### src/rtl/core/crcc_pkg.sv
package crcc_pkg;

    // Record layout and read granularity
    localparam int BLOCK_BYTES  = 4096;
    localparam int HEADER_BYTES = 24;
    localparam int MAGIC_POS    = 0;
    localparam int CRC_POS      = 8;

    // Byte counter width; the counter saturates at its maximum
    localparam int POS_W = 17;
    localparam logic [POS_W-1:0] POS_MAX = {POS_W{1'b1}};

    // CRC-32C, reflected form
    localparam logic [31:0] CRC_INIT = 32'hFFFF_FFFF;
    localparam logic [31:0] CRC_POLY = 32'h82F6_3B78;

    // Result queue depth; one request can push two results
    localparam int QUEUE_DEPTH = 4;
    localparam int QPTR_W      = $clog2(QUEUE_DEPTH);
    localparam int QCNT_W      = $clog2(QUEUE_DEPTH + 1);

    // Status codes
    localparam logic [2:0] STATUS_OK        = 3'd0;
    localparam logic [2:0] STATUS_IO_ERROR  = 3'd1;
    localparam logic [2:0] STATUS_BAD_MAGIC = 3'd2;
    localparam logic [2:0] STATUS_CRC_BAD   = 3'd3;
    localparam logic [2:0] STATUS_TRUNCATED = 3'd4;

    // Input request payload
    typedef struct packed {
        logic [7:0]  data_byte;
        logic        first_byte;
        logic        last_byte;
        logic [11:0] hdr_offset;
        logic [15:0] payload_length;
        logic [7:0]  io_code;
    } in_item_t;

    // Result payload
    typedef struct packed {
        logic       is_status;
        logic [7:0] payload_out;
        logic [2:0] status_code;
        logic [7:0] error_number;
        logic       end_of_run;
    } out_item_t;

    // Results produced for one input request, in order
    typedef struct packed {
        logic [1:0] count;
        out_item_t  item0;
        out_item_t  item1;
    } push_t;

    // One byte folded into the reflected CRC register
    function automatic logic [31:0] crc_byte(input logic [31:0] crc_in, input logic [7:0] b);
        logic [31:0] c;
        c = crc_in ^ {24'd0, b};
        for (int k = 0; k < 8; k++)
        begin
            c = (c >> 1) ^ (CRC_POLY & {32{c[0]}});
        end
        return c;
    endfunction

endpackage

### src/rtl/core/crcc_track.sv
module crcc_track (
    input  logic               clk,
    input  logic               rst_n,
    input  logic               fire,
    input  crcc_pkg::in_item_t item,
    input  logic [31:0]        magic_word,
    output crcc_pkg::push_t    push
);

    logic [crcc_pkg::POS_W-1:0] pos_reg, pos_next;
    logic [11:0] hs_reg, hs_next;
    logic [15:0] len_reg, len_next;
    logic [31:0] magic_reg, magic_next;
    logic [31:0] crcs_reg, crcs_next;
    logic [31:0] crc_reg, crc_next;
    logic [7:0]  err_reg, err_next;
    logic        inbuf_reg, inbuf_next;

    logic                        first;
    logic                        active;
    logic [crcc_pkg::POS_W-1:0]  pos;
    logic [11:0]                 hs;
    logic [15:0]                 len;
    logic [7:0]                  err;
    logic [31:0]                 magic_base, crcs_base, crc_base;
    logic                        after_hdr;
    logic [crcc_pkg::POS_W-1:0]  rel;
    logic [crcc_pkg::POS_W-1:0]  rel_pay;
    logic                        in_payload;
    logic                        fwd;
    logic [17:0]                 need;
    logic                        trunc;
    logic [2:0]                  code;
    crcc_pkg::out_item_t         pay_item, stat_item;

    // Start-of-buffer values override the held state
    always_comb
    begin
        first      = item.first_byte;
        active     = first || inbuf_reg;
        pos        = first ? '0 : pos_reg;
        hs         = first ? item.hdr_offset : hs_reg;
        len        = first ? item.payload_length : len_reg;
        err        = first ? item.io_code : err_reg;
        magic_base = first ? '0 : magic_reg;
        crcs_base  = first ? '0 : crcs_reg;
        crc_base   = first ? crcc_pkg::CRC_INIT : crc_reg;
        after_hdr  = pos >= {5'd0, hs};
        rel        = pos - {5'd0, hs};
    end

    // Header word capture, little-endian byte lanes
    always_comb
    begin
        magic_next = magic_base;
        crcs_next  = crcs_base;
        for (int k = 0; k < 4; k++)
        begin
            if (after_hdr && rel == crcc_pkg::POS_W'(crcc_pkg::MAGIC_POS + k))
            begin
                magic_next[8*k +: 8] = magic_base[8*k +: 8] | item.data_byte;
            end
            if (after_hdr && rel == crcc_pkg::POS_W'(crcc_pkg::CRC_POS + k))
            begin
                crcs_next[8*k +: 8] = crcs_base[8*k +: 8] | item.data_byte;
            end
        end
    end

    // Payload window and CRC update
    always_comb
    begin
        rel_pay    = rel - crcc_pkg::POS_W'(crcc_pkg::HEADER_BYTES);
        in_payload = after_hdr && (rel >= crcc_pkg::POS_W'(crcc_pkg::HEADER_BYTES))
                     && (rel_pay < {1'b0, len});
        crc_next   = in_payload ? crcc_pkg::crc_byte(crc_base, item.data_byte) : crc_base;
        fwd        = in_payload && (err == 8'd0);
    end

    // Final status with its priority order
    always_comb
    begin
        need  = 18'(hs) + 18'(crcc_pkg::HEADER_BYTES) + 18'(len);
        trunc = (18'(pos) + 18'd1) < need;
        if (err != 8'd0)
        begin
            code = crcc_pkg::STATUS_IO_ERROR;
        end
        else if (trunc)
        begin
            code = crcc_pkg::STATUS_TRUNCATED;
        end
        else if (magic_next != magic_word)
        begin
            code = crcc_pkg::STATUS_BAD_MAGIC;
        end
        else if ((crc_next ^ crcc_pkg::CRC_INIT) != crcs_next)
        begin
            code = crcc_pkg::STATUS_CRC_BAD;
        end
        else
        begin
            code = crcc_pkg::STATUS_OK;
        end
    end

    // Result items for this request
    always_comb
    begin
        pay_item.is_status    = 1'b0;
        pay_item.payload_out  = item.data_byte;
        pay_item.status_code  = crcc_pkg::STATUS_OK;
        pay_item.error_number = 8'd0;
        pay_item.end_of_run   = !item.last_byte;

        stat_item.is_status    = 1'b1;
        stat_item.payload_out  = 8'd0;
        stat_item.status_code  = code;
        stat_item.error_number = (code == crcc_pkg::STATUS_IO_ERROR) ? err : 8'd0;
        stat_item.end_of_run   = 1'b1;

        push.item1 = stat_item;
        if (!fire || !active)
        begin
            push.count = 2'd0;
            push.item0 = stat_item;
        end
        else if (fwd)
        begin
            push.count = item.last_byte ? 2'd2 : 2'd1;
            push.item0 = pay_item;
        end
        else
        begin
            push.count = item.last_byte ? 2'd1 : 2'd0;
            push.item0 = stat_item;
        end
    end

    // Next state
    always_comb
    begin
        pos_next   = (pos < crcc_pkg::POS_MAX) ? pos + 1'b1 : pos;
        hs_next    = hs;
        len_next   = len;
        err_next   = err;
        inbuf_next = !item.last_byte;
    end

    // Buffer state; a byte outside a buffer leaves it untouched
    always_ff @(posedge clk or negedge rst_n)
    begin
        if (!rst_n)
        begin
            pos_reg   <= '0;
            hs_reg    <= '0;
            len_reg   <= '0;
            magic_reg <= '0;
            crcs_reg  <= '0;
            crc_reg   <= crcc_pkg::CRC_INIT;
            err_reg   <= '0;
            inbuf_reg <= 1'b0;
        end
        else if (fire && active)
        begin
            pos_reg   <= pos_next;
            hs_reg    <= hs_next;
            len_reg   <= len_next;
            magic_reg <= magic_next;
            crcs_reg  <= crcs_next;
            crc_reg   <= crc_next;
            err_reg   <= err_next;
            inbuf_reg <= inbuf_next;
        end
    end

endmodule

### src/rtl/core/crcc_out_queue.sv
module crcc_out_queue (
    input  logic                clk,
    input  logic                rst_n,
    input  crcc_pkg::push_t     push,
    output logic                space,
    output logic                out_valid,
    input  logic                out_ready,
    output crcc_pkg::out_item_t out_data
);

    crcc_pkg::out_item_t mem_reg [crcc_pkg::QUEUE_DEPTH];

    logic [crcc_pkg::QPTR_W-1:0] head_reg, head_next;
    logic [crcc_pkg::QPTR_W-1:0] tail_reg, tail_next;
    logic [crcc_pkg::QCNT_W-1:0] count_reg, count_next;
    logic [crcc_pkg::QPTR_W-1:0] tail_plus1;
    logic                        pop;

    // Room for the two results one request can bring
    assign space     = count_reg <= crcc_pkg::QCNT_W'(crcc_pkg::QUEUE_DEPTH - 2);
    assign out_valid = count_reg != '0;
    assign out_data  = mem_reg[head_reg];
    assign pop       = out_valid && out_ready;

    // Pointer and fill count updates
    always_comb
    begin
        tail_plus1 = tail_reg + 1'b1;
        head_next  = pop ? head_reg + 1'b1 : head_reg;
        tail_next  = tail_reg + crcc_pkg::QPTR_W'(push.count);
        count_next = count_reg + crcc_pkg::QCNT_W'(push.count)
                     - crcc_pkg::QCNT_W'(pop);
    end

    always_ff @(posedge clk or negedge rst_n)
    begin
        if (!rst_n)
        begin
            head_reg  <= '0;
            tail_reg  <= '0;
            count_reg <= '0;
        end
        else
        begin
            head_reg  <= head_next;
            tail_reg  <= tail_next;
            count_reg <= count_next;
        end
    end

    // Storage writes at the tail
    always_ff @(posedge clk)
    begin
        if (push.count != 2'd0)
        begin
            mem_reg[tail_reg] <= push.item0;
        end
        if (push.count == 2'd2)
        begin
            mem_reg[tail_plus1] <= push.item1;
        end
    end

endmodule

### src/rtl/core/crc32c_record_checker_core.sv
// Channel   Direction  Payload              Transfer
// in        input      crcc_pkg::in_item_t  in_valid & in_ready
// out       output     crcc_pkg::out_item_t out_valid & out_ready
// cfg       input      32-bit magic word    cfg_valid & cfg_ready (always ready)
//
// One byte request is taken per cycle while the result queue has room; results pass
// through an input register and a four-entry result queue.
// A last byte inside the payload with no I/O error gives two results.
// The input side stalls only when the result queue has fewer than two free slots.
// Reset clears all buffer state and the queue; the CRC register resets to all ones.
module crc32c_record_checker_core (
    input  logic                clk,
    input  logic                rst_n,
    input  logic                in_valid,
    output logic                in_ready,
    input  crcc_pkg::in_item_t  in_data,
    output logic                out_valid,
    input  logic                out_ready,
    output crcc_pkg::out_item_t out_data,
    input  logic                cfg_valid,
    output logic                cfg_ready,
    input  logic [31:0]         cfg_data
);

    crcc_pkg::in_item_t item_reg;
    logic               item_valid_reg;
    logic [31:0]        magic_reg;
    logic               space;
    logic               fire;
    crcc_pkg::push_t    push;

    // Input register advances when the queue can take its results
    assign fire      = item_valid_reg && space;
    assign in_ready  = !item_valid_reg || space;
    assign cfg_ready = 1'b1;

    always_ff @(posedge clk or negedge rst_n)
    begin
        if (!rst_n)
        begin
            item_valid_reg <= 1'b0;
        end
        else if (in_ready)
        begin
            item_valid_reg <= in_valid;
        end
    end

    always_ff @(posedge clk)
    begin
        if (in_ready && in_valid)
        begin
            item_reg <= in_data;
        end
    end

    // Expected magic register
    always_ff @(posedge clk or negedge rst_n)
    begin
        if (!rst_n)
        begin
            magic_reg <= '0;
        end
        else if (cfg_valid && cfg_ready)
        begin
            magic_reg <= cfg_data;
        end
    end

    crcc_track u_track (
        .clk        (clk),
        .rst_n      (rst_n),
        .fire       (fire),
        .item       (item_reg),
        .magic_word (magic_reg),
        .push       (push)
    );

    crcc_out_queue u_queue (
        .clk       (clk),
        .rst_n     (rst_n),
        .push      (push),
        .space     (space),
        .out_valid (out_valid),
        .out_ready (out_ready),
        .out_data  (out_data)
    );

endmodule
### config.mk
export PLATFORM = sky130hd
export DESIGN_NAME = crc32c_record_checker_core
export DESIGN_NICKNAME = d
export VERILOG_FILES = /design/src/rtl/core/crcc_pkg.sv /design/src/rtl/core/crcc_track.sv /design/src/rtl/core/crcc_out_queue.sv /design/src/rtl/core/crc32c_record_checker_core.sv
export SDC_FILE = /design/constraint.sdc
export NUM_CORES = 1
export LEC_CHECK = 0
export BUFFER_PORTS_ARGS = -buffer_cell sky130_fd_sc_hd__buf_2
export CAP_MARGIN = 20
export CORE_ASPECT_RATIO = 1.25
export CORE_MARGIN = 5
export CORE_UTILIZATION = 35
export CTS_CLUSTER_SIZE = 16
export DETAILED_ROUTE_END_ITERATION = 8
export GPL_TIMING_DRIVEN = 0
export PLACE_DENSITY = 0.48
export SLEW_MARGIN = 20
export SYNTH_ARGS = -nofsm -noshare
export SYNTH_HDL_FRONTEND = slang
export SYNTH_SLANG_ARGS = --single-unit
### constraint.sdc
create_clock -name clk -period 22.5 [get_ports clk]
set_input_delay 4.5 -clock clk [delete_from_list [all_inputs] [get_ports clk]]
set_output_delay 4.5 -clock clk [all_outputs]
set_load 0.005 [all_outputs]
## After elaboration in Yosys (flattened, before gate mapping)

Memory sizes are Yosys's and may differ from the RTL's.
Index checks and enable logic that the tools add are counted.

| cells by class | value |
|---|---|
| $add $sub $neg | 11 |
| $lt $le $gt $ge | 6 |
| eq/ne operators | 11 |
| mux-type cells | 30 |
| bitwise gates (word level) | 18 |
| reductions and logical operators | 27 |

Operators by type and width:

| kind | number |
|---|---|
| 31-bit by 32-bit XOR with 32-bit output | 8 |
| 32-bit two-way mux | 4 |
| 8-bit two-way mux | 10 |
| 17-bit by 4-bit == test with 1-bit output (second input constant) | 4 |
| 32-bit inequality test | 2 |
| 8-bit OR | 8 |
| 23-bit two-way mux | 2 |
| 17-bit by 2-bit == test with 1-bit output (second input constant) | 2 |
| 17-bit two-way mux | 2 |
| 32-bit inverter | 1 |
| 32-bit by 8-bit XOR with 32-bit output | 1 |
| 17-bit by 1-bit adder with 18-bit output (second input constant) | 1 |
| 18-bit by 16-bit adder with 18-bit output | 1 |
| 18-bit < comparator | 1 |
| 17-bit by 1-bit adder with 17-bit output (second input constant) | 1 |
| 17-bit by 1-bit == test with 1-bit output (second input constant) | 1 |
| 17-bit by 12-bit >= comparator with 1-bit output | 1 |
| 17-bit by 5-bit >= comparator with 1-bit output (second input constant) | 1 |
| 17-bit zero test | 1 |
| 17-bit by 16-bit < comparator with 1-bit output | 1 |
| 17-bit < comparator (second input constant) | 1 |
| 17-bit by 12-bit subtractor with 17-bit output | 1 |
| 17-bit by 5-bit subtractor with 17-bit output (second input constant) | 1 |
| 16-bit two-way mux | 1 |
| 19 further kinds | 46 |

| storage, ports and cells | value |
|---|---|
| register bits | 236 |
| bits in writable memories | 84 |
| input bits | 83 |
| output and inout port bits | 24 |
| logic and storage cells | 123 |
| memories | 1 |

Memory list:

| name | depth | bits a word | rd ports | clocked after Yosys merged registers in | write ports | RTL line | source |
|---|---|---|---|---|---|---|---|
| u_queue.mem_reg | 4 | 21 | 1 | 0 | 2 | crcc_out_queue.sv:11 | `crcc_pkg::out_item_t mem_reg [crcc_pkg::QUEUE_DEPTH];` |

## Longest topological paths before layout

| logic depth | value |
|---|---|
| depth after elaboration | 24 |
| depth in mapped cells | 46 |
| mapped depth without buffers | 31 |

## Hierarchy

A second synthesis with hierarchy kept.

| second synthesis, totals | value |
|---|---|
| cell total of the unflattened synthesis | 2075 |
| area total of the unflattened synthesis | 21563.2 µm² |

Modules (own cells, without submodules):

| module | times used | cells an instance | area each (µm²) | seq. area each (µm²) |
|---|---|---|---|---|
| crcc_track | 1 | 1711 | 14093.5 | 3793.6 |
| crcc_out_queue | 1 | 243 | 4682.0 | 2697.6 |
| crc32c_record_checker_core | 1 | 121 | 2787.7 | 2207.1 |

## Worst setup path before layout

No wires, ideal clock.

| timing | value |
|---|---|
| path type | register to register |
| start point | register item_reg[37] (netlist bit) |
| end point | register u_queue.count_reg[2] (netlist bit) |
| library setup time | 123 ps |
| arrival | 10266 ps |
| slack | 12112 ps |
| cell stages (with the launch flop) | 47 |
| path through | edfxtp_1 buf_6 buf_4 buf_2 buf_2 buf_1 clkbuf_1 clkbuf_1 buf_1 clkbuf_1 buf_1 buf_1 clkbuf_1 mux2_2 ha_1 inv_1 fa_1 a21o_1 (+11 left out) a31oi_1 nor3_1 and4_1 clkbuf_1 nor2_4 buf_2 buf_2 buf_2 nor2_1 ha_1 nand2_1 ha_1 inv_1 ha_1 inv_1 fa_1 xor2_1 xnor2_1 |

| on the way | value |
|---|---|
| longest elaborated chain between the ends | 10 |
| elaborated cells on any way between the ends | 20 |

Ends and longest elaborated chain:

| item | RTL line | source |
|---|---|---|
| start, declared | crc32c_record_checker_core.sv:25 | `crcc_pkg::in_item_t item_reg;` |
| start signal, assigned | crc32c_record_checker_core.sv:53 | `item_reg <= in_data;` |
| 12-bit two-way mux * | crcc_track.sv:42 | `hs = first ? item.hdr_offset : hs_reg;` |
| net u_track.hs[0] | crcc_track.sv:22 | `logic [11:0] hs;` |
| 17-bit by 12-bit subtractor with 17-bit output | crcc_track.sv:49 | `rel = pos - {5'd0, hs};` |
| 17-bit by 5-bit subtractor with 17-bit output or 17-bit by 5-bit >= comparator with 1-bit output (tied branches) | crcc_track.sv:73, crcc_track.sv:74 |  |
| 17-bit by 16-bit < comparator with 1-bit output or 1-bit logical AND (tied branches) | crcc_track.sv:75, crcc_track.sv:74 |  |
| 1-bit logical AND * | crcc_track.sv:75 | `&& (rel_pay < {1'b0, len});` |
| 1-bit logical AND * | crcc_track.sv:77 | `fwd = in_payload && (err == 8'd0);` |
| 23-bit two-way mux * | crcc_track.sv:128 | `else if (fwd)` |
| 23-bit two-way mux * | crcc_track.sv:123 | `if (!fire \|\| !active)` |
| 3-bit by 2-bit adder with 3-bit output * | crcc_out_queue.sv:31 | `count_next = count_reg + crcc_pkg::QCNT_W'(push.count)` |
| 3-bit by 1-bit subtractor with 3-bit output * | crcc_out_queue.sv:32 | `- crcc_pkg::QCNT_W'(pop);` |
| net u_queue.count_next (one bit) | crcc_out_queue.sv:15 | `logic [crcc_pkg::QCNT_W-1:0] count_reg, count_next;` |
| end signal, assigned | crcc_out_queue.sv:47 | `count_reg <= count_next;` |
| end, declared | crcc_out_queue.sv:15 |  |

Mark *: on every way through the listed nets, which the timed path passes. The rest lies on a longest branch.
A chain may end at the register's enable or synchronous reset.

## Worst setup path after layout

| timing | value |
|---|---|
| start point | register item_reg[37] (netlist bit) |
| end point | register u_track.crc_reg[17] |

| on the way | value |
|---|---|
| longest elaborated chain between the ends | 11 |
| elaborated cells on any way between the ends | 23 |

Ends and longest elaborated chain:

| item | RTL line | source |
|---|---|---|
| branches (longest 11 deep; another with 17-bit by 12-bit subtractor with 17-bit output) | - |  |
| end signal, assigned | crcc_track.sv:160 | `crc_reg <= crcc_pkg::CRC_INIT;` |
| end signal, assigned | crcc_track.sv:171 | `crc_reg <= crc_next;` |
| end, declared | crcc_track.sv:15 | `logic [31:0] crc_reg, crc_next;` |

Several ways; the timed one is not identified.

==> qor.csv <==
stage,metric,value,unit
critical_path,worst-path cell with the longest stage delay,nand4_1,
synthesis,synth top area cells,"dfrtp_1 (19%), edfxtp_1 (13%), xnor2_1 (4.7%), o21ai_0 (4.2%), dfstp_2 (4.0%)",
critical_path,critical path type,register to register,
grt,largest net degree at the start of global routing,85,
sta,Hold Fails Final Rpt,0,
synthesis,Syn Area/Cell,9.32,um^2
sta,number of max-slew violations in the final report,0,
clock_tree,CTS-repair resized insts,0,
synthesis,"count leader, synth",nand2_1,
sta,crit share post-route,79.2,%
floorplan,initial core utilization,35.2,%
clock_tree,CTS Buf Count,39,
placed_design,Detail Placement HPWL,82000,um
synthesis,Post-Syn Area,20900,um^2
critical_path,most frequent CP cell,clkbuf_1,
layout,Fillers,6024,
synthesis,synth cell count leaders,"nand2_1 (202), o21ai_0 (174), dfrtp_1 (158)",
layout,Nets,2543,
sta,Tightest Pin Transition,1.24,ns
power,Max VDD drop,101,uV
sta,setup_tns,0,ns
grt,overall routing resource usage,32.0,%
clock_tree,Clock Path Buffers,3,
floorplan,Die Area,64600,um^2
power,Leakage,0.00948,uW
clock_tree,clock sink count,320,
synthesis,Seq cells post-synth,320,
synthesis,top cell type's share of synthesized area,18.9,%
layout,layout cells sized above 1,14.1,%
sta,f_max,56.1,MHz
synthesis,Mapped Cells,2240,
power,power per cell area,173,nW/um^2
clock_tree,Post-CTS Hold Buffers,0,
drt,DRC,0,
grt,first-pass GRT wire length,150000,um
critical_path,WP data arrival,18.30,ns
critical_path,max incr delay on CP,0.99,ns
floorplan,I/O pin count,107,
critical_path,worst-path fanout max,10,
drt,final WL,107000,um
sta,setup violators final,0,
synthesis,Yosys Warn Count,0,
placed_design,"worst slack, placed",5.09,ns
layout,max reg flops,84,
drt,drt wl/cell,33.6,um
sta,Slew headroom,17.4,%
run_status,status,finished clean,
sta,RSZ-0062 raised after global routing,false,
placed_design,IO Port Bufs,105,
drt,vias per cell,6.25,
job,MaxCap Viol Count,0,
clock_tree,H-Tree Level Count,2,
synthesis,"area leader, netlist",dfrtp_1,
floorplan,row count,100,
hold_path,Hold Path Class,register to register,
floorplan,core area,59300,um^2
sta,worst setup margin,4.67,ns
synthesis,"Primary FF master, synth",dfrtp_1,
layout,Area Overhead vs Synth,14.6,%
clock_tree,Worst-path clk slew,0.07,ns
synthesis,sequential share of the synthesized area,39.8,%
critical_path,Critical Path End Type,register,
drt,Via Count,20000,
placed_design,placer congestion estimate,1.02,
floorplan,die height,283,um
synthesis,Post-synth EDFFs,90,
synthesis,post-synth cell types,96,
drt,drt initial violations,2067,
critical_path,Worst EP required,22.97,ns
grt,grt ovf,0,
grt,vias in the first global route,19800,
grt,initial antenna violation count,2,
clock_tree,CTS tree,built,
clock_tree,post-CTS setup buffer count,0,
clock_tree,Root Buffer,clkbuf_16,
clock_tree,insertion delay to the later sink of the worst-skew pair,0.60,ns
synthesis,synthesized net count,2388,
critical_path,critical path startpoint category,register,
drt,first drt pass iteration count,7,
drt,ANT nets after route,0,
sta,shortest period the worst path allows,17.83,ns
synthesis,ys async rst share,59.4,%
floorplan,width of the die,228,um
sta,Clock Skew,0.0400,ns
## layout by cell type, fill, tap and decap left out, types with 14 or more instances in the layout
master,Yosys,routed
mux2i_1,44,44
mux2_2,42,42
nor3_1,63,63
clkbuf_16,0,41
nor2_1,154,153
or3_1,17,17
clkbuf_1,106,110
a221oi_1,14,14
a211oi_1,24,24
o21ai_0,174,174
nor2b_1,37,37
dfxtp_1,40,40
o211ai_1,16,16
mux4_2,21,21
ha_1,62,62
buf_2,15,121
nand3_1,44,44
xor2_1,36,35
a21o_1,25,25
a22o_1,60,60
nand2_1,202,202
inv_1,103,103
xnor2_1,112,108
dfstp_2,32,32
a22oi_1,16,16
dfrtp_1,158,158
a31oi_1,25,25
a21oi_1,105,105
edfxtp_1,90,90
a2111oi_0,20,17
nor4_1,33,30
o22ai_1,26,26
nand2b_1,34,34
nand4_1,22,22
buf_1,18,16
## critical path, delay by kind of cell (launching register included)
family,cells,cell delay (ns)
xor+xnor,1,0.19
compound gates,7,1.33
buf+inv,19,10.80
simple gates,9,4.22
flops,1,0.34
fa+ha+maj,2,0.73
## report_power, final
| part | internal (uW) | switching (uW) |
|---|---|---|
| Clock | 395 | 281 |
| Combinational | 833 | 1800 |
| Sequential | 730 | 90.4 |
## final cells by class
cell class | instances | area [um^2] | share of cell area, %
Timing Repair Buffer | 114 | 662 | 2.77
Sequential cell | 320 | 8300 | 34.7
Buffer | 144 | 593 | 2.48
Inverter | 103 | 387 | 1.62
Clock buffer | 54 | 1110 | 4.64
Multi-Input combinational cell | 1673 | 11700 | 48.8
Tap cell | 765 | 957 | 4.00
Antenna cell | 1 | 2.50 | 0.0105
Clock inverter | 18 | 226 | 0.947
## cells by family after synthesis
group           Yosys count  synth area share (%)
xor+xnor                153                  6.72
simple gates            698                  17.0
mux                     107                  6.64
buf+inv                 247                  4.66
flops                   320                  39.8
fa+ha+maj                66                  4.05
compound gates          648                  21.2
other cells               1                0.0180
## per-stage QoR
| step | area, um^2 | power, uW | hold slack, ns | utilization, % | std cells |
|---|---|---|---|---|---|
| global placement | 22300 | 3360 | 0.433 | 37.7 | 3110 |
| global route | 23900 | 4290 | 0.475 | 40.3 | 3191 |
| floorplan | 20900 | 2380 | 0.418 | - | 2240 |
| detailed placement | 22600 | 3370 | 0.444 | 38.0 | 3118 |
| finish | 23900 | 4130 | 0.458 | 40.3 | 3192 |
| CTS | 23900 | 4060 | 0.454 | 40.3 | 3190 |
## layer usage
layer  vias up  global-route usage, %  part of all wire [%]
met3       385                   5.44                   6.4
met2      1005                   54.0                    47
li1       8635                      -                     -
met1      9928                   36.4                    37
met5         -                      0                     0
met4         0                   23.8                   9.9
## worst paths after layout
kind | startpoint | end | slack (ns) | depth (start not counted)
setup / recovery | item_reg[37]$_DFFE_PP_ | u_track.crc_reg[17]$_DFFE_PN1P_ | 4.67 | 38
hold / removal | u_queue.mem_reg[3][20]$_SDFFE_PP1P_ | u_queue.mem_reg[3][20]$_SDFFE_PP1P_ | 0.46 | 2
setup reg to reg | item_reg[37]$_DFFE_PP_ | u_track.crc_reg[17]$_DFFE_PN1P_ | 4.67 | 38
hold reg to reg | u_queue.mem_reg[3][20]$_SDFFE_PP1P_ | u_queue.mem_reg[3][20]$_SDFFE_PP1P_ | 0.46 | 2
max in group asynchronous | rst_n | u_track.hs_reg[10]$_DFFE_PN0P_ | 17.91 | 2
min in group asynchronous | rst_n | u_track.magic_reg[22]$_DFFE_PN0P_ | 3.77 | 1
(Power assumes the default switching activity.)
